===== config.mk =====
export PLATFORM = sky130hd
export DESIGN_NAME = sep3_front
export DESIGN_NICKNAME = d
export VERILOG_FILES = /design/src/rtl/sep3_pkg.sv /design/src/rtl/sep3_front.sv
export SDC_FILE = /design/constraint.sdc
export NUM_CORES = 1
export LEC_CHECK = 0
export ABC_AREA = 1
export BUFFER_PORTS_ARGS = -buffer_cell sky130_fd_sc_hd__buf_2
export CAP_MARGIN = 20
export CORE_MARGIN = 2
export CORE_UTILIZATION = 56
export DETAILED_ROUTE_END_ITERATION = 12
export PLACE_DENSITY = 0.86
export SLEW_MARGIN = 5
export SYNTH_ARGS = -nofsm -noshare
export SYNTH_HDL_FRONTEND = slang
export SYNTH_SLANG_ARGS = --single-unit

===== constraint.sdc =====
create_clock -name i_clk -period 5.4 [get_ports i_clk]
set_input_delay 0.81 -clock i_clk [delete_from_list [all_inputs] [get_ports i_clk]]
set_output_delay 0.81 -clock i_clk [all_outputs]
set_load 0.05 [all_outputs]

===== src/rtl/sep3_pkg.sv =====
// Shared constants, types and rounding helpers for the separable 3x3 filter.
package sep3_pkg;

    localparam int MAX_WIDTH      = 2048;
    localparam int PIXEL_BITS     = 16;
    localparam int COEF_FRAC_BITS = 14;
    localparam int MID_BITS       = PIXEL_BITS + 4;
    localparam int COEF_BITS      = 16;
    localparam int COL_BITS       = 11;
    localparam int ROW_BITS       = 16;
    localparam int WIDTH_BITS     = 12;
    localparam int ADDR_BITS      = $clog2(MAX_WIDTH);
    localparam int CFG_IDX_BITS   = 3;
    localparam int CFG_DATA_BITS  = 16;
    localparam int H_PROD_BITS    = COEF_BITS + PIXEL_BITS;
    localparam int H_SUM_BITS     = H_PROD_BITS + 2;
    localparam int V_PROD_BITS    = COEF_BITS + MID_BITS;
    localparam int V_SUM_BITS     = V_PROD_BITS + 2;
    localparam int QUEUE_DEPTH    = 4;
    localparam int QUEUE_PTR_BITS = $clog2(QUEUE_DEPTH);
    localparam int OUT_DATA_BITS  = 48;

    localparam logic [CFG_IDX_BITS-1:0] CFG_H_LEFT   = 3'd0;
    localparam logic [CFG_IDX_BITS-1:0] CFG_H_CENTER = 3'd1;
    localparam logic [CFG_IDX_BITS-1:0] CFG_H_RIGHT  = 3'd2;
    localparam logic [CFG_IDX_BITS-1:0] CFG_V_TOP    = 3'd3;
    localparam logic [CFG_IDX_BITS-1:0] CFG_V_MIDDLE = 3'd4;
    localparam logic [CFG_IDX_BITS-1:0] CFG_V_BOTTOM = 3'd5;
    localparam logic [CFG_IDX_BITS-1:0] CFG_WIDTH    = 3'd6;
    localparam logic [CFG_IDX_BITS-1:0] CFG_HEIGHT   = 3'd7;

    typedef struct packed {
        logic signed [COEF_BITS-1:0] h_left;
        logic signed [COEF_BITS-1:0] h_center;
        logic signed [COEF_BITS-1:0] h_right;
        logic signed [COEF_BITS-1:0] v_top;
        logic signed [COEF_BITS-1:0] v_middle;
        logic signed [COEF_BITS-1:0] v_bottom;
        logic [WIDTH_BITS-1:0]       width;
        logic [ROW_BITS-1:0]         height;
    } t_cfg;

    // One finished column: horizontal taps and where it lands
    typedef struct packed {
        logic [COL_BITS-1:0]          col;
        logic [ROW_BITS-1:0]          row;
        logic                         first_row;
        logic                         last_row;
        logic                         final_job;
        logic signed [PIXEL_BITS-1:0] px_l;
        logic signed [PIXEL_BITS-1:0] px_c;
        logic signed [PIXEL_BITS-1:0] px_r;
    } t_job;

    localparam int JOB_BITS = $bits(t_job);

    typedef enum logic [2:0] {
        ST_IDLE,
        ST_HSUM,
        ST_VMUL,
        ST_VOUT,
        ST_WRITE
    } t_back_state;

    function automatic logic signed [MID_BITS-1:0] round_sat_mid(
        input logic signed [H_SUM_BITS-1:0] s
    );
        logic signed [H_SUM_BITS-1:0] t;
        logic signed [H_SUM_BITS-1:0] hi;
        logic signed [H_SUM_BITS-1:0] lo;
        hi = H_SUM_BITS'((64'sd1 <<< (MID_BITS - 1)) - 64'sd1);
        lo = ~hi;
        t  = (s + H_SUM_BITS'(64'sd1 <<< (COEF_FRAC_BITS - 1))) >>> COEF_FRAC_BITS;
        if (t > hi) begin
            t = hi;
        end else if (t < lo) begin
            t = lo;
        end
        return t[MID_BITS-1:0];
    endfunction

    function automatic logic signed [PIXEL_BITS-1:0] round_sat_pix(
        input logic signed [V_SUM_BITS-1:0] s
    );
        logic signed [V_SUM_BITS-1:0] t;
        logic signed [V_SUM_BITS-1:0] hi;
        logic signed [V_SUM_BITS-1:0] lo;
        hi = V_SUM_BITS'((64'sd1 <<< (PIXEL_BITS - 1)) - 64'sd1);
        lo = ~hi;
        t  = (s + V_SUM_BITS'(64'sd1 <<< (COEF_FRAC_BITS - 1))) >>> COEF_FRAC_BITS;
        if (t > hi) begin
            t = hi;
        end else if (t < lo) begin
            t = lo;
        end
        return t[PIXEL_BITS-1:0];
    endfunction

endpackage


===== src/rtl/sep3_front.sv =====
// Front part: take pixels, track position, issue one job per finished column.
module sep3_front
    import sep3_pkg::*;
(
    input  logic                  i_clk,
    input  logic                  i_rst_n,
    input  t_cfg                  i_cfg,
    input  logic                  i_valid,
    output logic                  o_ready,
    input  logic [PIXEL_BITS-1:0] i_pixel,
    input  logic                  i_full,
    output logic                  o_push,
    output t_job                  o_job
);

    logic signed [PIXEL_BITS-1:0] r_prev;
    logic signed [PIXEL_BITS-1:0] r_prev2;
    logic [COL_BITS-1:0]          r_col;
    logic [ROW_BITS-1:0]          r_row;
    logic                         r_pend;
    t_job                         r_job_b;

    logic [WIDTH_BITS-1:0]        w_eff;
    logic [ROW_BITS-1:0]          h_eff;
    logic                         last_col;
    logic                         last_row;
    logic                         has_a;
    logic                         accept;
    logic signed [PIXEL_BITS-1:0] pix;
    logic signed [PIXEL_BITS-1:0] prev_eff;
    logic signed [PIXEL_BITS-1:0] prev2_eff;
    t_job                         job_a;
    t_job                         job_b;

    always_comb begin
        if (i_cfg.width == '0) begin
            w_eff = WIDTH_BITS'(1);
        end else if (i_cfg.width > WIDTH_BITS'(MAX_WIDTH)) begin
            w_eff = WIDTH_BITS'(MAX_WIDTH);
        end else begin
            w_eff = i_cfg.width;
        end
        h_eff    = (i_cfg.height == '0) ? ROW_BITS'(1) : i_cfg.height;
        last_col = WIDTH_BITS'(r_col) >= (w_eff - 1'b1);
        last_row = r_row >= (h_eff - 1'b1);
        has_a    = (r_col != '0);
        pix      = $signed(i_pixel);
        prev_eff  = has_a ? r_prev  : pix;
        prev2_eff = has_a ? r_prev2 : pix;

        job_a.col       = r_col - 1'b1;
        job_a.row       = r_row;
        job_a.first_row = (r_row == '0);
        job_a.last_row  = last_row;
        job_a.final_job = !last_col;
        job_a.px_l      = prev2_eff;
        job_a.px_c      = prev_eff;
        job_a.px_r      = pix;

        job_b.col       = r_col;
        job_b.row       = r_row;
        job_b.first_row = (r_row == '0);
        job_b.last_row  = last_row;
        job_b.final_job = 1'b1;
        job_b.px_l      = prev_eff;
        job_b.px_c      = pix;
        job_b.px_r      = pix;

        o_ready = !r_pend && !i_full;
        accept  = i_valid && o_ready;
        if (r_pend) begin
            o_push = !i_full;
            o_job  = r_job_b;
        end else begin
            o_push = accept && (has_a || last_col);
            o_job  = has_a ? job_a : job_b;
        end
    end

    always_ff @(posedge i_clk) begin
        if (accept) begin
            r_job_b <= job_b;
        end
    end

    always_ff @(posedge i_clk) begin
        if (!i_rst_n) begin
            r_prev  <= '0;
            r_prev2 <= '0;
            r_col   <= '0;
            r_row   <= '0;
            r_pend  <= 1'b0;
        end else begin
            if (r_pend && !i_full) begin
                r_pend <= 1'b0;
            end
            if (accept) begin
                r_prev2 <= prev_eff;
                r_prev  <= pix;
                // hold the right-edge column until the queue takes it
                r_pend  <= has_a && last_col;
                if (last_col) begin
                    r_col <= '0;
                    r_row <= last_row ? '0 : r_row + 1'b1;
                end else begin
                    r_col <= r_col + 1'b1;
                end
            end
        end
    end

endmodule


==> impl_metrics.ini, run 1 <==
[run_status]
status = complete, no violations

[pwr]
p_per_area_nw_per_um2 = 307.1
p_sw_w = 0.0007467
total_power_w = 0.002656
power.share.clock_pct = 45.2
seq_power_share_pct = 38.2
combPwrFrac_pct = 16.6
p_leak_nw = 4.077
internal-power_w = 0.001909
switching_share_pct = 28.11
ir_worst_vdd_mv = 0.1697

[grt]
grt_pass1_wl_microns = 28470
antenna_found_initial = 1
grt_max_degree = 96
overflow = 0
grt_use_total_pct = 24.89
grt_pass1_vias = 5949

[detailed_routing]
vias_per_cell = 5.284
ant_nets = 0
routed-via-count = 6674
drtIter0Drc = 638
totalWireLength_microns = 17490
drc = 0
dr.pass1.iters = 5
wire_per_inst_microns = 13.85

[clock_tree]
post_cts_resized = 0
clock-sinks = 121
postCtsSetupRepairBufs = 0
htree_levels = 4
clk_pin_slew_ns = 0.06
cts-root-buf = clkbuf_16
hold_buffers = 0
cts_tree = built
clk_latency_ns = 0.42
cts_max_path_buffers = 2
numCtsBuffers = 17

[synthesis]
ys_types = 43
yosysSeqAreaShare_pct = 41.46
synth_top_area_share_pct = 25.04
synth_seq_cells = 121
syn-cell-area_sq_um = 7315
yosys_warnings = 0
syn_inst = 967
syn_nets = 1144
synthTopCellsByArea = edfxtp_1 (25%), dfxtp_1 (16%), nand2_1 (14%)
synth.largest_area_cell = edfxtp_1
syn_area_per_cell_sq_um = 7.564

[worst_setup_path]
critPathMaxFanout = 14
crit_start = i_cfg[18]
critPathKind = in -> out
critPathCapture = o_push
required_ns = 4.59
reg2regPathDepth = 7
critPathLaunchType = input pin
worstReg2RegStart = r_pend$_SDFFE_PN0P_
timing.rr.end = r_row[14]$_SDFFE_PN0P_
r2r_slack_ns = 2.52
critPathArrivalTime_ns = 3.85
worstSetupEndpointType = output pin

[sta]
rsz0062_at_grt = no
setup_violations = 0
skew_ns = 0.006866
final-hold-violation-count = 0
slew_viol_final = 0
fmax_ghz = 0.2145
setup_tns_ns = 0
tightest_slew_ns = 1.089
min_period_ns = 4.661
relSlewSlack_pct = 27.42
period_share_pct = 86.31

[placed_design]
place_area_sq_um = 7995
post-dp-hpwl_microns = 11450
place.gp.congestion = 0.9010
portBuffers = 127

[die]
start_util_pct = 57.73
die_h_microns = 118.3
die_w_microns = 118.3
die_area_sq_um = 13990
boundaryPins = 224
row_count = 41
core_sq_um = 12670

[finish]
final_area_sq_um = 8650
final_util_pct = 68.26
drive_above_1_share_pct = 19.08
syn2layout_area_growth_pct = 18.25
layout.nets = 1254

[worst_hold_path]
worstHoldPathType = reg -> reg
hold_start = r_prev[14]$_SDFFE_PN0P_
hold_depth = 2

[run]
cap_violations = 0
==> metal layers <==
metal	track usage (%)	vias up	part of all wire (%)
met4	7.605	0	1.7
met5	0	-	0
met3	6.129	24	5.5
met1	32.39	3046	45
met2	40.90	204	48
li1	-	3400	-
==> cell type report <==
cell class | instances | area [sq um]
Tap cell | 172 | 215.2
Fill cell | 1067 | 4021
Timing Repair Buffer | 131 | 665.6
Multi-Input combinational cell | 683 | 3613
Clock inverter | 6 | 67.56
Clock buffer | 26 | 584.3
Inverter | 123 | 466.7
Sequential cell | 121 | 3034
Antenna cell | 1 | 2.502
==> worst max-delay path: stages <==
cell and delay (ns):
buf_2 0.12, nor2_1 0.11, nand2_1 0.06, nor2_1 0.11
nand2_1 0.06, nand2_1 0.28, nand2_1 0.18, ha_1 0.31
nand2_1 0.14, o21ai_0 0.08, nand2_1 0.07, inv_1 0.04
ha_1 0.26, nand2_1 0.04, nor2_1 0.16, and2_1 0.15
nand2_1 0.06, nand4_2 0.16, nand2_1 0.17, o221ai_1 0.14
buf_2 0.32
==> sequential cells by signal, indices dropped and copies added, names as in the netlist <==
register / cells
r_job_b: 61
r_prev2: 16
r_prev: 16
r_row: 16
r_col: 11
r_pend: 1
==> stage by stage <==
| stage | setup WS (ns) | instances | hold WS [ns] |
|---|---|---|---|
| floorplan | 1.237 | 967 | 0.4314 |
| global placement | 0.7774 | 1230 | 0.4556 |
| global route | 0.3061 | 1262 | 0.4827 |
| CTS | 0.7191 | 1262 | 0.4755 |
| detailed placement | 0.7245 | 1230 | 0.4546 |
| finish | 0.7391 | 1263 | 0.4767 |
==> cells in the mapped netlist, drive strengths merged <==
cell	count
a21o	1
a21oi	48
a31oi	2
and2	2
buf	20
clkbuf	20
clkinv	2
dfxtp	60
edfxtp	61
ha	33
inv	121
nand2	289
nand3	48
nand3b	5
nand4	18
nor2	91
nor3	13
nor3b	3
nor4	2
o211ai	1
o21a	1
o21ai	82
o21bai	2
o221ai	17
o41ai	1
xnor2	8
xor2	16
==> power by group through the flow <==
stage / Combinational, W / Clock (W) / Sequential [W]
after floorplan: 0.000336 / 0 / 0.00103
after global placement: 0.000430 / 0 / 0.00103
after detailed placement: 0.000436 / 0 / 0.00103
after CTS: 0.000441 / 0.00121 / 0.00101
after global routing: 0.000479 / 0.00125 / 0.00102
final: 0.000440 / 0.00120 / 0.00101
==> worst min-delay path by stage <==
stage / end
after CTS: r_job_b[57]$_DFFE_PP_
final: r_prev[14]$_SDFFE_PN0P_
after global placement: r_job_b[57]$_DFFE_PP_
after global routing: r_job_b[57]$_DFFE_PP_
after floorplan: r_job_b[73]$_DFFE_PP_
after detailed placement: r_job_b[57]$_DFFE_PP_
==> layout by cell type, fill, tap and decap left out, types with 3 or more instances in the layout <==
cell type  netlist  layout
edfxtp_1        61      61
buf_2           11     127
clkbuf_8         0       4
inv_1          119     118
nand2_1        272     272
nor2_1          87      87
o21ai_1         16      16
xor2_1          16      16
nand3b_1         5       5
o21ai_2         16      16
nand3_1         46      46
clkbuf_16        0      21
xnor2_1          8       8
ha_1            33      33
o221ai_1        17      17
nand2_4          9       9
nand2_2          8       8
nand4_1         17      17
nor3_1          13      13
inv_2            2       3
o21ai_0         50      50
dfxtp_1         60      59
buf_4            1       4
a21oi_1         48      48
==> cell families (layout without fill, tap and decap cells) <==
group / count (synthesis) / in the layout / share of synthesized area [%]
simple gates: 471 / 471 / 28.24
buf+inv: 163 / 286 / 9.220
compound gates: 155 / 155 / 12.56
flops: 121 / 121 / 41.46
fa+ha+maj: 33 / 33 / 5.645
xor+xnor: 24 / 24 / 2.874
other cells: 0 / 1 / 0
Power figures use the tool's default switching activity.
==> inputs of run 2 (changes only) <==
REMOVE_ABC_BUFFERS = 1   (was default)
==> impl_metrics.ini, run 2 (same netlist as run 1, synthesis figures left out) <==
[grt]
grt_max_degree = 70
overflow = 0
antenna_found_initial = 0
grt_use_total_pct = 24.07
grt_pass1_wl_microns = 27660
grt_pass1_vias = 5960

[die]
boundaryPins = 224
die_w_microns = 118.3
die_h_microns = 118.3
start_util_pct = 57.73
core_sq_um = 12670
die_area_sq_um = 13990
row_count = 41

[pwr]
p_sw_w = 0.0007189
ir_worst_vdd_mv = 0.2097
switching_share_pct = 27.13
power.share.clock_pct = 45.3
p_leak_nw = 4.081
seq_power_share_pct = 38.2
p_per_area_nw_per_um2 = 306.9
internal-power_w = 0.001931
combPwrFrac_pct = 16.5

[worst_setup_path]
critPathArrivalTime_ns = 3.83
critPathCapture = o_push
crit_start = i_cfg[22]
r2r_slack_ns = 2.87
critPathKind = in -> out
worstSetupEndpointType = output pin
required_ns = 4.59
timing.rr.end = r_row[8]$_SDFFE_PN0P_
critPathMaxFanout = 14
worstReg2RegStart = r_col[6]$_SDFFE_PN0P_
reg2regPathDepth = 11
critPathLaunchType = input pin

[detailed_routing]
drc = 0
ant_nets = 0
dr.pass1.iters = 5
drtIter0Drc = 677
routed-via-count = 6672
totalWireLength_microns = 16600
vias_per_cell = 5.283
wire_per_inst_microns = 13.14

[clock_tree]
post_cts_resized = 0
cts-root-buf = clkbuf_16
clock-sinks = 121
postCtsSetupRepairBufs = 0
clk_pin_slew_ns = 0.05
numCtsBuffers = 17
hold_buffers = 0
clk_latency_ns = 0.41
cts_max_path_buffers = 2
htree_levels = 4
cts_tree = built

[placed_design]
dp_cells = 1231
portBuffers = 127
place.gp.congestion = 0.8580
post-dp-hpwl_microns = 11280

[finish]
final_cells = 1263
largest_reg_flops = 61
multi_input_area_sq_um = 3613
syn2layout_area_growth_pct = 18.08
top_register = r_job_b
n_antenna_cell = 0
layout.nets = 1255
final_common_cell = nand2_1
seqCellArea_sq_um = 3037
fill_cells = 1046
drive_above_1_share_pct = 18.97
layout_common_cells = nand2_1 (272), buf_2 (127), inv_1 (118)

[sta]
rsz0062_at_grt = no
period_share_pct = 86.00
slew_viol_final = 0
relSlewSlack_pct = 30.59
setup_tns_ns = 0
tightest_slew_ns = 1.040
setup_violations = 0
min_period_ns = 4.644
fmax_ghz = 0.2153
skew_ns = 0.01343
final-hold-violation-count = 0

[worst_hold_path]
worstHoldPathType = reg -> reg
hold_depth = 2

[run_status]
status = complete, no violations

[run]
cap_violations = 0
==> run 2: layout make-up <==
| type | instances | share of cell area (%) |
|---|---|---|
| clock buffer | 23 | 5.650 |
| sequential | 121 | 35.16 |
| multi-input combinational | 683 | 41.84 |
| inverter | 123 | 5.403 |
| clock inverter | 9 | 1.666 |
| timing repair buffer | 132 | 7.794 |
| tap | 172 | 2.492 |
==> run 2: power by group through the flow <==
stage | Combinational (W) | Sequential, W | Clock (W)
floorplan | 0.000321 | 0.00103 | 0
global placement | 0.000429 | 0.00103 | 0
detailed placement | 0.000435 | 0.00103 | 0
CTS | 0.000438 | 0.00101 | 0.00121
global route | 0.000476 | 0.00102 | 0.00125
finish | 0.000437 | 0.00101 | 0.00120
==> run 2: routing by layer <==
layer | share of wire (%) | global-route usage, % | vias up
li1 | - | - | 3402
met1 | 47 | 32.65 | 2989
met2 | 46 | 38.37 | 263
met3 | 6.2 | 4.488 | 18
met4 | 1.4 | 8.810 | 0
met5 | 0 | 0 | -
==> run 2: worst min-delay path by stage <==
stage / start / endpoint
2_1_floorplan: r_row[6]$_SDFFE_PN0P_ / r_job_b[57]$_DFFE_PP_
4_1_cts: r_prev[7]$_SDFFE_PN0P_ / r_prev[7]$_SDFFE_PN0P_
5_1_grt: r_prev[11]$_SDFFE_PN0P_ / r_prev[11]$_SDFFE_PN0P_
3_5_place_dp: r_prev[7]$_SDFFE_PN0P_ / r_prev[7]$_SDFFE_PN0P_
6_report: r_prev[0]$_SDFFE_PN0P_ / r_prev[0]$_SDFFE_PN0P_
3_3_place_gp: r_row[6]$_SDFFE_PN0P_ / r_job_b[57]$_DFFE_PP_
==> run 2: worst max-delay path, cell delays in order <==
cell and delay [ns]:
buf_2 0.13, nor2_1 0.10, nand2_1 0.06, nor2_1 0.12
nand2_1 0.06, nand2_1 0.28, nand2_1 0.19, ha_1 0.32
nand2_1 0.14, o21ai_0 0.09, nand2_1 0.07, inv_1 0.04
ha_1 0.26, nand2_1 0.06, nor2_1 0.06, and2_1 0.15
nand2_1 0.07, nand4_2 0.19, nand2_1 0.23, o221ai_1 0.14
buf_2 0.28
==> run 2: metrics by stage <==
stage	setup slack [ns]	total power (W)	utilization, %	hold WS, ns	cell area [sq um]
after global placement	0.7816	0.001459	63.18	0.4571	8005
final	0.7562	0.002650	68.16	0.4710	8637
after global routing	0.3181	0.002747	68.16	0.4890	8637
after CTS	0.7480	0.002658	68.16	0.4772	8637
after detailed placement	0.7688	0.001466	63.18	0.4689	8005
after floorplan	-3.180	0.001354	-	0.4367	7107
