**src/rtl/sep3_pkg.sv**
```systemverilog
// Shared constants, types and rounding helpers for the separable 3x3 filter.
package sep3_pkg;

    localparam int MAX_WIDTH      = 2048;
    localparam int PIXEL_BITS     = 16;
    localparam int COEF_FRAC_BITS = 14;
    localparam int MID_BITS       = PIXEL_BITS + 4;
    localparam int COEF_BITS      = 16;
    localparam int COL_BITS       = 11;
    localparam int ROW_BITS       = 16;
    localparam int WIDTH_BITS     = 12;
    localparam int ADDR_BITS      = $clog2(MAX_WIDTH);
    localparam int CFG_IDX_BITS   = 3;
    localparam int CFG_DATA_BITS  = 16;
    localparam int H_PROD_BITS    = COEF_BITS + PIXEL_BITS;
    localparam int H_SUM_BITS     = H_PROD_BITS + 2;
    localparam int V_PROD_BITS    = COEF_BITS + MID_BITS;
    localparam int V_SUM_BITS     = V_PROD_BITS + 2;
    localparam int QUEUE_DEPTH    = 4;
    localparam int QUEUE_PTR_BITS = $clog2(QUEUE_DEPTH);
    localparam int OUT_DATA_BITS  = 48;

    localparam logic [CFG_IDX_BITS-1:0] CFG_H_LEFT   = 3'd0;
    localparam logic [CFG_IDX_BITS-1:0] CFG_H_CENTER = 3'd1;
    localparam logic [CFG_IDX_BITS-1:0] CFG_H_RIGHT  = 3'd2;
    localparam logic [CFG_IDX_BITS-1:0] CFG_V_TOP    = 3'd3;
    localparam logic [CFG_IDX_BITS-1:0] CFG_V_MIDDLE = 3'd4;
    localparam logic [CFG_IDX_BITS-1:0] CFG_V_BOTTOM = 3'd5;
    localparam logic [CFG_IDX_BITS-1:0] CFG_WIDTH    = 3'd6;
    localparam logic [CFG_IDX_BITS-1:0] CFG_HEIGHT   = 3'd7;

    typedef struct packed {
        logic signed [COEF_BITS-1:0] h_left;
        logic signed [COEF_BITS-1:0] h_center;
        logic signed [COEF_BITS-1:0] h_right;
        logic signed [COEF_BITS-1:0] v_top;
        logic signed [COEF_BITS-1:0] v_middle;
        logic signed [COEF_BITS-1:0] v_bottom;
        logic [WIDTH_BITS-1:0]       width;
        logic [ROW_BITS-1:0]         height;
    } t_cfg;

    // One finished column: horizontal taps and where it lands
    typedef struct packed {
        logic [COL_BITS-1:0]          col;
        logic [ROW_BITS-1:0]          row;
        logic                         first_row;
        logic                         last_row;
        logic                         final_job;
        logic signed [PIXEL_BITS-1:0] px_l;
        logic signed [PIXEL_BITS-1:0] px_c;
        logic signed [PIXEL_BITS-1:0] px_r;
    } t_job;

    localparam int JOB_BITS = $bits(t_job);

    typedef enum logic [2:0] {
        ST_IDLE,
        ST_HSUM,
        ST_VMUL,
        ST_VOUT,
        ST_WRITE
    } t_back_state;

    function automatic logic signed [MID_BITS-1:0] round_sat_mid(
        input logic signed [H_SUM_BITS-1:0] s
    );
        logic signed [H_SUM_BITS-1:0] t;
        logic signed [H_SUM_BITS-1:0] hi;
        logic signed [H_SUM_BITS-1:0] lo;
        hi = H_SUM_BITS'((64'sd1 <<< (MID_BITS - 1)) - 64'sd1);
        lo = ~hi;
        t  = (s + H_SUM_BITS'(64'sd1 <<< (COEF_FRAC_BITS - 1))) >>> COEF_FRAC_BITS;
        if (t > hi) begin
            t = hi;
        end else if (t < lo) begin
            t = lo;
        end
        return t[MID_BITS-1:0];
    endfunction

    function automatic logic signed [PIXEL_BITS-1:0] round_sat_pix(
        input logic signed [V_SUM_BITS-1:0] s
    );
        logic signed [V_SUM_BITS-1:0] t;
        logic signed [V_SUM_BITS-1:0] hi;
        logic signed [V_SUM_BITS-1:0] lo;
        hi = V_SUM_BITS'((64'sd1 <<< (PIXEL_BITS - 1)) - 64'sd1);
        lo = ~hi;
        t  = (s + V_SUM_BITS'(64'sd1 <<< (COEF_FRAC_BITS - 1))) >>> COEF_FRAC_BITS;
        if (t > hi) begin
            t = hi;
        end else if (t < lo) begin
            t = lo;
        end
        return t[PIXEL_BITS-1:0];
    endfunction

endpackage

```
**src/rtl/sep3_fifo.sv**
```systemverilog
// Short job queue between the front and back parts.
module sep3_fifo
    import sep3_pkg::*;
(
    input  logic i_clk,
    input  logic i_rst_n,
    input  logic i_push,
    input  t_job i_job,
    input  logic i_pop,
    output t_job o_head,
    output logic o_empty,
    output logic o_full
);

    t_job                      r_slot [QUEUE_DEPTH];
    logic [QUEUE_PTR_BITS-1:0] r_wr;
    logic [QUEUE_PTR_BITS-1:0] r_rd;
    logic [QUEUE_PTR_BITS:0]   r_count;

    assign o_empty = (r_count == '0);
    assign o_full  = (r_count == (QUEUE_PTR_BITS+1)'(QUEUE_DEPTH));
    assign o_head  = r_slot[r_rd];

    always_ff @(posedge i_clk) begin
        if (i_push) begin
            r_slot[r_wr] <= i_job;
        end
    end

    always_ff @(posedge i_clk) begin
        if (!i_rst_n) begin
            r_wr    <= '0;
            r_rd    <= '0;
            r_count <= '0;
        end else begin
            if (i_push) begin
                r_wr <= r_wr + 1'b1;
            end
            if (i_pop) begin
                r_rd <= r_rd + 1'b1;
            end
            if (i_push && !i_pop) begin
                r_count <= r_count + 1'b1;
            end else if (!i_push && i_pop) begin
                r_count <= r_count - 1'b1;
            end
        end
    end

endmodule

```
**config.mk**
```make
export PLATFORM = sky130hd
export DESIGN_NAME = sep3_fifo
export DESIGN_NICKNAME = d
export VERILOG_FILES = /design/src/rtl/sep3_pkg.sv /design/src/rtl/sep3_fifo.sv
export SDC_FILE = /design/constraint.sdc
export NUM_CORES = 1
export LEC_CHECK = 0
export BUFFER_PORTS_ARGS = -buffer_cell sky130_fd_sc_hd__buf_4
export CAP_MARGIN = 20
export CORE_ASPECT_RATIO = 1.25
export CORE_MARGIN = 5
export CORE_UTILIZATION = 61
export CTS_CLUSTER_DIAMETER = 40
export DETAILED_ROUTE_END_ITERATION = 6
export PLACE_DENSITY = 0.84
export SLEW_MARGIN = 15
export SYNTH_ARGS = -nofsm -noshare
export SYNTH_HDL_FRONTEND = slang
export SYNTH_SLANG_ARGS = --single-unit
```
**constraint.sdc**
```tcl
create_clock -name i_clk -period 4.6 [get_ports i_clk]
set_input_delay 0.46 -clock i_clk [delete_from_list [all_inputs] [get_ports i_clk]]
set_output_delay 0.46 -clock i_clk [all_outputs]
set_load 0.01 [all_outputs]
```
==> run_results.csv, run 1 <==
group,metric,value,unit
outcome,outcome,"finished clean",
drt,drt_iter0_drc,387,
placed_design,dp_hpwl,12700,microns
final_layout,n_antenna_cell,0,
worst_hold_path,hold_depth,1,
critical_path,cpLargestDelayFamily,"flip-flops",
critical_path,timing.rr.end,"r_slot[3][61]",
final_layout,synthToLayoutAreaGrowth,22.2,%
grt,overflow,0,
sta,max_freq,332,MHz
sta,finalHoldViolCount,0,
sta,fin_setup_tns,0,ps
clocking,numClockSinks,321,
critical_path,ff2ff_path_depth,3,
sta,period_share,65.5,%
drt,wl_per_cell,23.9,microns
clocking,clock_latency,490,ps
critical_path,critical_path_arrival,2550,ps
sta,worst_pin_slew,747,ps
placed_design,place_congestion,0.715,
floorplanning,core.rowCount,56,
placed_design,dpl.cell_count,831,
clocking,clk_pin_slew,60,ps
pwr,p_per_area,466,nW/um^2
sta,max-slew-margin-rel,50.2,%
critical_path,path_depth,3,
critical_path,reg2reg_setup_slack,2780,ps
drt,dr.pass1.iters,4,
grt,grt_pass1_vias,5803,
sta,rsz0062_at_grt,"no",
clocking,ctsResizeCount,0,
logic_synthesis,netlist_area,11700,sq um
worst_hold_path,hp-start,"i_job[35]",
sta,finalSetupViolCount,0,
final_layout,layout_common_cells,"edfxtp_1, buf_4, mux4_2",
floorplanning,io_pins,162,
grt,antenna_found_initial,0,
floorplanning,core,18800,sq um
clocking,cts_buffers,35,
clocking,cts_setup_buffers,0,
drt,avgViaCountPerCell,5.86,
floorplanning,start_util,62.2,%
critical_path,path_buf_inv,2,
final_layout,nNetsFinal,725,
final_layout,drive_gt1_share,45.6,%
pwr,ir_worst_vdd,333,uV
clocking,cts_hold_buf,0,
pwr,power.static_leakage,4.86,nW
pwr,p_total,6.67,mW
logic_synthesis,syn_nets,539,
grt,grt_max_degree,79,
clocking,cts-htree-levels,2,
final_layout,final_common_cell,"edfxtp_1",
clocking,clk_path_buf_depth,3,
logic_synthesis,ys_warn_count,0,
critical_path,r2r-start,"r_wr[0]",
worst_hold_path,hold_path_class,"in -> reg",
floorplanning,dieArea,22100,sq um
drt,drc,0,
floorplanning,chipHeight,165,microns
clocking,cts_tree,"yes",
drt,wl,21400,microns
critical_path,worstPathCellList,"buf_12, mux4_2, buf_4",
sta,drv_slew,0,
logic_synthesis,seq_area_frac_synth,81.5,%
placed_design,place_area,13200,sq um
critical_path,start_kind,"register",
final_layout,fin_area,14300,sq um
drt,via_count,5235,
critical_path,critPathRequiredTime,4140,ps
logic_synthesis,ys_types,22,
clocking,cts_root_buffer,"clkbuf_16",
critical_path,crit_fanout,43,
critical_path,setup.worst_path.class,"reg -> out",
floorplanning,fp.dieW,134,microns
run,cap_viol_max_count,0,
grt,grt_use_total,20.2,%
grt,grt_pass1_wl,33500,microns
final_layout,fin_cells,894,
critical_path,critPathCaptureType,"output port",
drt,ant_nets,0,
placed_design,port_buffers,161,
sta,whs,164,ps
logic_synthesis,syn_inst,451,
worst_hold_path,min_to,"r_slot[2][35]",
sta,fin_crit,3010,ps
critical_path,crit_slowest_cell,"dfxtp_4",
sta,finClkSkew,15.0,ps
logic_synthesis,synth.avg_cell_area,26.0,sq um
logic_synthesis,yosys_register_bits,321,
critical_path,slowest_delay,820,ps
-- metal layers --
metal  track usage [%]  wire (microns)
met5                 0               0
met4              6.41             548
met2              34.5           11600
met3              4.88            1200
met1              26.0            8080
-- flip-flops by register name, indices dropped and copies added, names as in the netlist, named ones only --
register	count
r_count	3
r_rd	2
r_wr	2
r_slot	312
-- power breakdown --
group | internal, mW | total (mW) | leakage, nW | switching (mW)
clock | 1.52 | 2.58 | 0.523 | 1.05
sequential | 3.36 | 3.43 | 2.94 | 0.0672
combinational | 0.363 | 0.672 | 1.40 | 0.309
total | 5.25 | 6.67 | 4.86 | 1.43
-- Yosys cell counts (all sizes together) --
cell type,count,area [sq um]
edfxtp,312,9370
mux4,78,1760
buf,13,129
and2,9,56.3
dfxtp,9,180
clkbuf,5,18.8
ha,5,62.6
inv,4,15.0
xor2,3,26.3
mux2i,2,20.0
nor2b,2,12.5
xnor2,2,17.5
a21boi,1,7.51
fa,1,20.0
nand2,1,3.75
nor3,1,5.00
nor3b,1,7.51
o21ai,1,5.00
or3,1,6.26
-- cells by family after synthesis --
family	synth area share, %
xor+xnor	0.374
compound gates	0.107
buf+inv	1.39
fa+ha+maj	0.705
simple gates	0.779
mux	15.2
flops	81.5
-- through the flow --
| stage | setup slack, ps | utilization, % |
|---|---|---|
| global placement | 2050 | 69.5 |
| floorplan | 1800 | - |
| global route | 1380 | 76.0 |
| detailed placement | 2060 | 70.1 |
| CTS | 1510 | 75.9 |
| finish | 1590 | 76.0 |
-- worst register-to-register path, cell delays in order, from the launching register on --
cell and delay [ps]:
dfxtp_1 420, ha_1 180, and2_4 530, buf_16 310
-- final cells by class --
type	count	area, sq um
Clock buffer	40	937
Clock inverter	22	150
Fill cell	957	4520
Inverter	4	15.0
Multi-Input combinational cell	108	2020
Sequential cell	321	9560
Tap cell	232	290
Timing Repair Buffer	167	1360
-- how the worst max path moves through the flow --
stage	start	end	slack [ps]
after CTS	register	o_head[42]	1510
after detailed placement	register	o_head[22]	2060
final	register	o_head[75]	1590
after global placement	register	o_head[22]	2050
after global routing	register	o_head[22]	1380
after floorplan	r_wr[0]	r_slot[0][0]	1800
(Power assumes the default switching activity.)
==> run 2, diff against run 1 <==
CORE_UTILIZATION = 57   (was 61)
PLACE_DENSITY = 0.79   (was 0.84)
clock period = 3.09 ns   (was 4.6 ns; I/O delays follow)
==> run 2 against run 1 <==
  * Power rose by 57%
  * Cell count rose by 13%
  * Die area rose by 6.5%
  * Largest power group unchanged
  * Highest routed layer unchanged
  * Critical path type unchanged
  * Sequential share of layout area fell by 3.7 points
  * Combinational power rose by 65%
  * Sequential cell count did not move
  * First-iteration DRC count fell by 14%
  * Global-route usage rose by 0.39 points
==> run_results.csv, run 2 (synthesis gave the netlist of run 1 again) <==
group,metric,value,unit
placed_design,dp_hpwl,13300,microns
drt,via_count,5642,
placed_design,place_congestion,0.706,
clocking,cts_tree,"yes",
clocking,cts_root_buffer,"clkbuf_16",
critical_path,slowest_delay,640,ps
critical_path,reg2reg_setup_slack,1150,ps
drt,ant_nets,0,
critical_path,crit_slowest_cell,"mux4_2",
clocking,cts_hold_buf,63,
sta,period_share,80.4,%
clocking,numClockSinks,321,
final_layout,drive_gt1_share,43.5,%
pwr,ir_worst_vdd,580,uV
sta,fin_setup_tns,0,ps
pwr,p_per_area,689,nW/um^2
floorplanning,chipHeight,170,microns
critical_path,crit_fanout,30,
floorplanning,start_util,58.1,%
final_layout,largest_reg_flops,312,
floorplanning,core,20200,sq um
drt,drt_iter0_drc,331,
drt,avgViaCountPerCell,5.60,
placed_design,dpl.cell_count,880,
critical_path,r2r-start,"r_wr[0]",
critical_path,path_buf_inv,2,
grt,antenna_found_initial,0,
floorplanning,dieArea,23500,sq um
grt,overflow,0,
clocking,cts_setup_buffers,0,
drt,wl,23800,microns
final_layout,fillers,1109,
placed_design,port_buffers,161,
floorplanning,fp.dieW,138,microns
pwr,p_total,10.5,mW
sta,finalHoldViolCount,0,
critical_path,timing.rr.end,"r_slot[2][29]",
clocking,cts-htree-levels,2,
floorplanning,io_pins,162,
sta,max_freq,402,MHz
clocking,clk_path_buf_depth,3,
grt,grt_use_total,20.5,%
worst_hold_path,min_to,"r_slot[1][27]",
critical_path,critPathRequiredTime,2780,ps
clocking,ctsResizeCount,0,
final_layout,synthToLayoutAreaGrowth,29.4,%
final_layout,layout.area.seq,9560,sq um
critical_path,setup.worst_path.class,"reg -> out",
critical_path,worstPathCellList,"buf_4, mux4_2, buf_4",
clocking,clk_pin_slew,60,ps
grt,grt_pass1_vias,6284,
final_layout,nNetsFinal,802,
worst_hold_path,hold_path_class,"in -> reg",
clocking,clock_latency,510,ps
critical_path,critical_path_arrival,2180,ps
sta,rsz0062_at_grt,"no",
sta,worst_pin_slew,801,ps
final_layout,multiInputGateArea,2020,sq um
floorplanning,core.rowCount,58,
critical_path,cpLargestDelayFamily,"buffers and inverters",
final_layout,n_antenna_cell,0,
worst_hold_path,hp-start,"i_job[27]",
final_layout,top_register,"r_slot",
outcome,outcome,"finished clean",
sta,finalSetupViolCount,0,
grt,grt_pass1_wl,36600,microns
pwr,power.static_leakage,5.24,nW
worst_hold_path,hold_depth,1,
final_layout,layout_common_cells,"edfxtp_1, buf_4, mux4_2",
sta,drv_slew,0,
sta,max-slew-margin-rel,46.6,%
critical_path,cp_common_cell,"buf_4",
critical_path,start_kind,"register",
final_layout,fin_cells,1008,
final_layout,largestRegisters,"r_slot (312), r_count (3)",
grt,grt_max_degree,50,
drt,dr.pass1.iters,5,
clocking,cts_buffers,36,
critical_path,critPathCaptureType,"output port",
run,cap_viol_max_count,0,
drt,drc,0,
final_layout,final_common_cell,"edfxtp_1",
sta,finClkSkew,14.4,ps
sta,fin_crit,2490,ps
drt,wl_per_cell,23.6,microns
critical_path,ff2ff_path_depth,4,
run 2: final cells by class:
| cell class | count | area share, % |
|---|---|---|
| clock buffers | 38 | 6.27 |
| multi-input cells | 108 | 13.3 |
| repair buffers | 243 | 13.3 |
| flip-flops and latches | 321 | 63.0 |
| well taps | 270 | 2.23 |
| inverters | 4 | 0.0990 |
| clock inverters | 24 | 1.77 |
run 2: routing by layer:
| layer | track usage (%) | vias to the layer above | part of all wire, % |
|---|---|---|---|
| li1 | - | 2452 | - |
| met1 | 25.7 | 2942 | 38 |
| met2 | 36.7 | 214 | 54 |
| met3 | 4.89 | 34 | 6.2 |
| met4 | 5.29 | 0 | 1.9 |
| met5 | 0 | - | 0 |
run 2: how the worst max path moves through the flow:
stage / slack (ps) / end / depth (start not counted)
6_report: 600 / o_head[20] / 3
5_1_grt: 470 / o_head[20] / 3
4_1_cts: 570 / o_head[33] / 3
3_5_place_dp: 1090 / o_head[33] / 3
3_3_place_gp: 1120 / o_head[11] / 3
2_1_floorplan: 290 / r_slot[0][0] / 3
run 2: worst register-to-register path, cell delays in order, from the launching register on:
cell and delay [ps]:
dfxtp_1 340, inv_1 90, ha_1 160, and2_4 610
buf_4 410
run 2: metrics by stage:
step	hold slack (ps)	instance area (sq um)	utilization [%]	setup WS, ps
after floorplan	408	11700	-	286
after global placement	484	13300	65.8	1120
after detailed placement	512	13300	65.8	1090
after CTS	1.18	15100	75.0	569
after global routing	0.0294	15200	75.1	466
final	15.5	15200	75.1	605
run 2: power by group:
group	switching [mW]	internal [mW]
clock network	1.67	2.60
logic	0.516	0.593
registers	0.0803	5.00
==> run 3, diff against run 2 <==
CORE_UTILIZATION = 51   (was 57)
PLACE_DENSITY = 0.75   (was 0.79)
clock period = 2.2 ns   (was 3.09 ns; I/O delays follow)
==> run 3 against run 2 <==
  * Utilization decreased by 6.7 points
  * Design area increased by 2.9%
  * Wire length decreased by 4.5%
  * Via count decreased by 2.1%
  * Non-clock buffer count increased by 13
  * Highest routed layer is now met5
  * Clock skew decreased by 2.5 ps
==> run_results.csv, run 3 (synthesis gave the netlist of run 1 again) <==
group,metric,value,unit
critical_path,ff2ff_path_depth,4,
clocking,numClockSinks,321,
final_layout,top_register,"r_slot",
final_layout,final_common_cell,"edfxtp_1",
grt,grt_pass1_wl,35300,microns
pwr,swShare,20.8,%
clocking,cts_buffers,35,
drt,wl_per_cell,21.9,microns
pwr,power.static_leakage,5.37,nW
grt,overflow,0,
floorplanning,dieArea,26100,sq um
final_layout,fin_cells,1038,
final_layout,n_antenna_cell,0,
worst_hold_path,hp-start,"i_push",
critical_path,reg2reg_setup_slack,630,ps
clocking,clk_pin_slew,60,ps
drt,wl,22700,microns
placed_design,dp_hpwl,13800,microns
final_layout,largestRegisters,"r_slot (312), r_count (3)",
grt,grt_max_degree,50,
drt,via_count,5522,
floorplanning,fp.dieW,146,microns
sta,max_freq,468,MHz
floorplanning,core.rowCount,62,
run,cap_viol_max_count,0,
critical_path,critical_path_arrival,1920,ps
floorplanning,io_pins,162,
pwr,combPwrFrac,11.7,%
grt,grt_use_total,17.3,%
drt,ant_nets,0,
sta,finClkSkew,11.9,ps
worst_hold_path,hold_depth,3,
critical_path,worstPathCellList,"buf_16, mux4_2, buf_6",
sta,finalSetupViolCount,0,
clocking,clk_path_buf_depth,3,
pwr,power_frac_seq,48.3,%
sta,finalHoldViolCount,0,
sta,fin_crit,2140,ps
drt,dr.pass1.iters,5,
critical_path,setup.worst_path.class,"reg -> out",
pwr,p_clk_share,40.0,%
floorplanning,start_util,51.4,%
critical_path,timing.rr.end,"r_slot[2][47]",
critical_path,cpLargestDelayFamily,"multiplexers",
sta,worst_pin_slew,369,ps
final_layout,final_util,68.4,%
pwr,p_total,14.7,mW
final_layout,layout_common_cells,"edfxtp_1, buf_4, dlygate4sd3_1",
final_layout,largest_reg_flops,312,
critical_path,start_kind,"register",
sta,period_share,97.1,%
final_layout,synthToLayoutAreaGrowth,33.1,%
pwr,ir_worst_vdd,879,uV
grt,antenna_found_initial,2,
sta,setup_slack,64.6,ps
drt,drc,0,
final_layout,drive_gt1_share,41.7,%
floorplanning,chipHeight,179,microns
critical_path,crit_fanout,29,
clocking,cts_tree,"yes",
placed_design,post-place-ws,377,ps
sta,max-slew-margin-rel,75.4,%
sta,rsz0062_at_grt,"yes",
pwr,p_per_area,944,nW/um^2
placed_design,place_congestion,0.698,
pwr,internal_power,11.7,mW
critical_path,r2r-start,"r_wr[0]",
critical_path,critPathRequiredTime,1980,ps
critical_path,slowest_delay,580,ps
critical_path,path_buf_inv,2,
sta,drv_slew,0,
worst_hold_path,hold_path_class,"in -> reg",
drt,avgViaCountPerCell,5.32,
placed_design,port_buffers,161,
worst_hold_path,min_to,"r_wr[1]",
clocking,cts_root_buffer,"clkbuf_16",
clocking,clock_latency,500,ps
pwr,p_sw,3.06,mW
outcome,outcome,"finished clean",
floorplanning,core,22800,sq um
critical_path,critPathCaptureType,"output port",
placed_design,dpl.cell_count,895,
clocking,cts-htree-levels,2,
grt,grt_pass1_vias,6249,
critical_path,crit_slowest_cell,"mux4_2",
drt,drt_iter0_drc,246,
final_layout,nNetsFinal,814,
## run 3: cell types whose count changed in the layout (fill, tap and decap cells not counted), moves of 4 or more
cell | before | now
buf_6 | 0 | 49
buf_4 | 175 | 116
clkbuf_1 | 0 | 6
buf_12 | 2 | 10
clkinv_4 | 4 | 0
dlygate4sd3_1 | 66 | 79
clkinv_2 | 7 | 3
## run 3: metrics by stage
stage | TNS (ps) | cell area, sq um | hold WS [ps]
floorplan | 0 | 11700 | 319
global placement | 0 | 13400 | 418
detailed placement | 0 | 13400 | 423
CTS | 0 | 15400 | 75.9
global route | -383 | 15600 | 85.1
finish | 0 | 15600 | 80.6
## run 3: worst max path at each step
stage	start	to	slack [ps]	depth (start not counted)
finish	register	o_head[36]	60	3
CTS	register	o_head[71]	9	3
detailed placement	register	o_head[71]	380	3
floorplan	r_wr[0]	r_slot[2][0]	250	3
global route	register	o_head[12]	-30	3
global placement	register	o_head[34]	400	3
## run 3: power groups by stage
stage                     clock network [mW]  registers (mW)  logic (mW)
after floorplan                            0            7.21       0.797
after global placement                     0            7.23        1.47
after detailed placement                   0            7.26        1.51
after CTS                               6.01            7.12        1.65
after global routing                    6.30            7.14        1.85
final                                   5.89            7.12        1.73
## run 3: repair_timing
action,in CTS,in global routing
setup endpoints to repair,69,43
gates resized for setup,1,50
hold buffers,79,0
hold endpoints to repair,317,0
cloned,0,0
setup buffers,3,0
## run 3: cell type report
| cell class | count | area (sq um) |
|---|---|---|
| Sequential cell | 321 | 9560 |
| Fill cell | 1399 | 7200 |
| Timing Repair Buffer | 256 | 2470 |
| Multi-Input combinational cell | 108 | 2020 |
| Clock buffer | 43 | 948 |
| Tap cell | 288 | 360 |
| Clock inverter | 18 | 236 |
| Inverter | 4 | 15.0 |
## run 3: layer usage
metal	track usage (%)	share of wire (%)	wire length (microns)	vias to the layer above
met5	0	0.11	25	-
met4	4.48	1.4	329	4
met3	4.26	5.0	1130	27
met2	31.3	55	12600	134
met1	20.8	38	8690	2874
li1	-	-	-	2483
## run 3: tightest hold or removal path, cell delays in order
cell,delay [ps]
buf_4,130
mux2i_1,80
nor2b_1,100
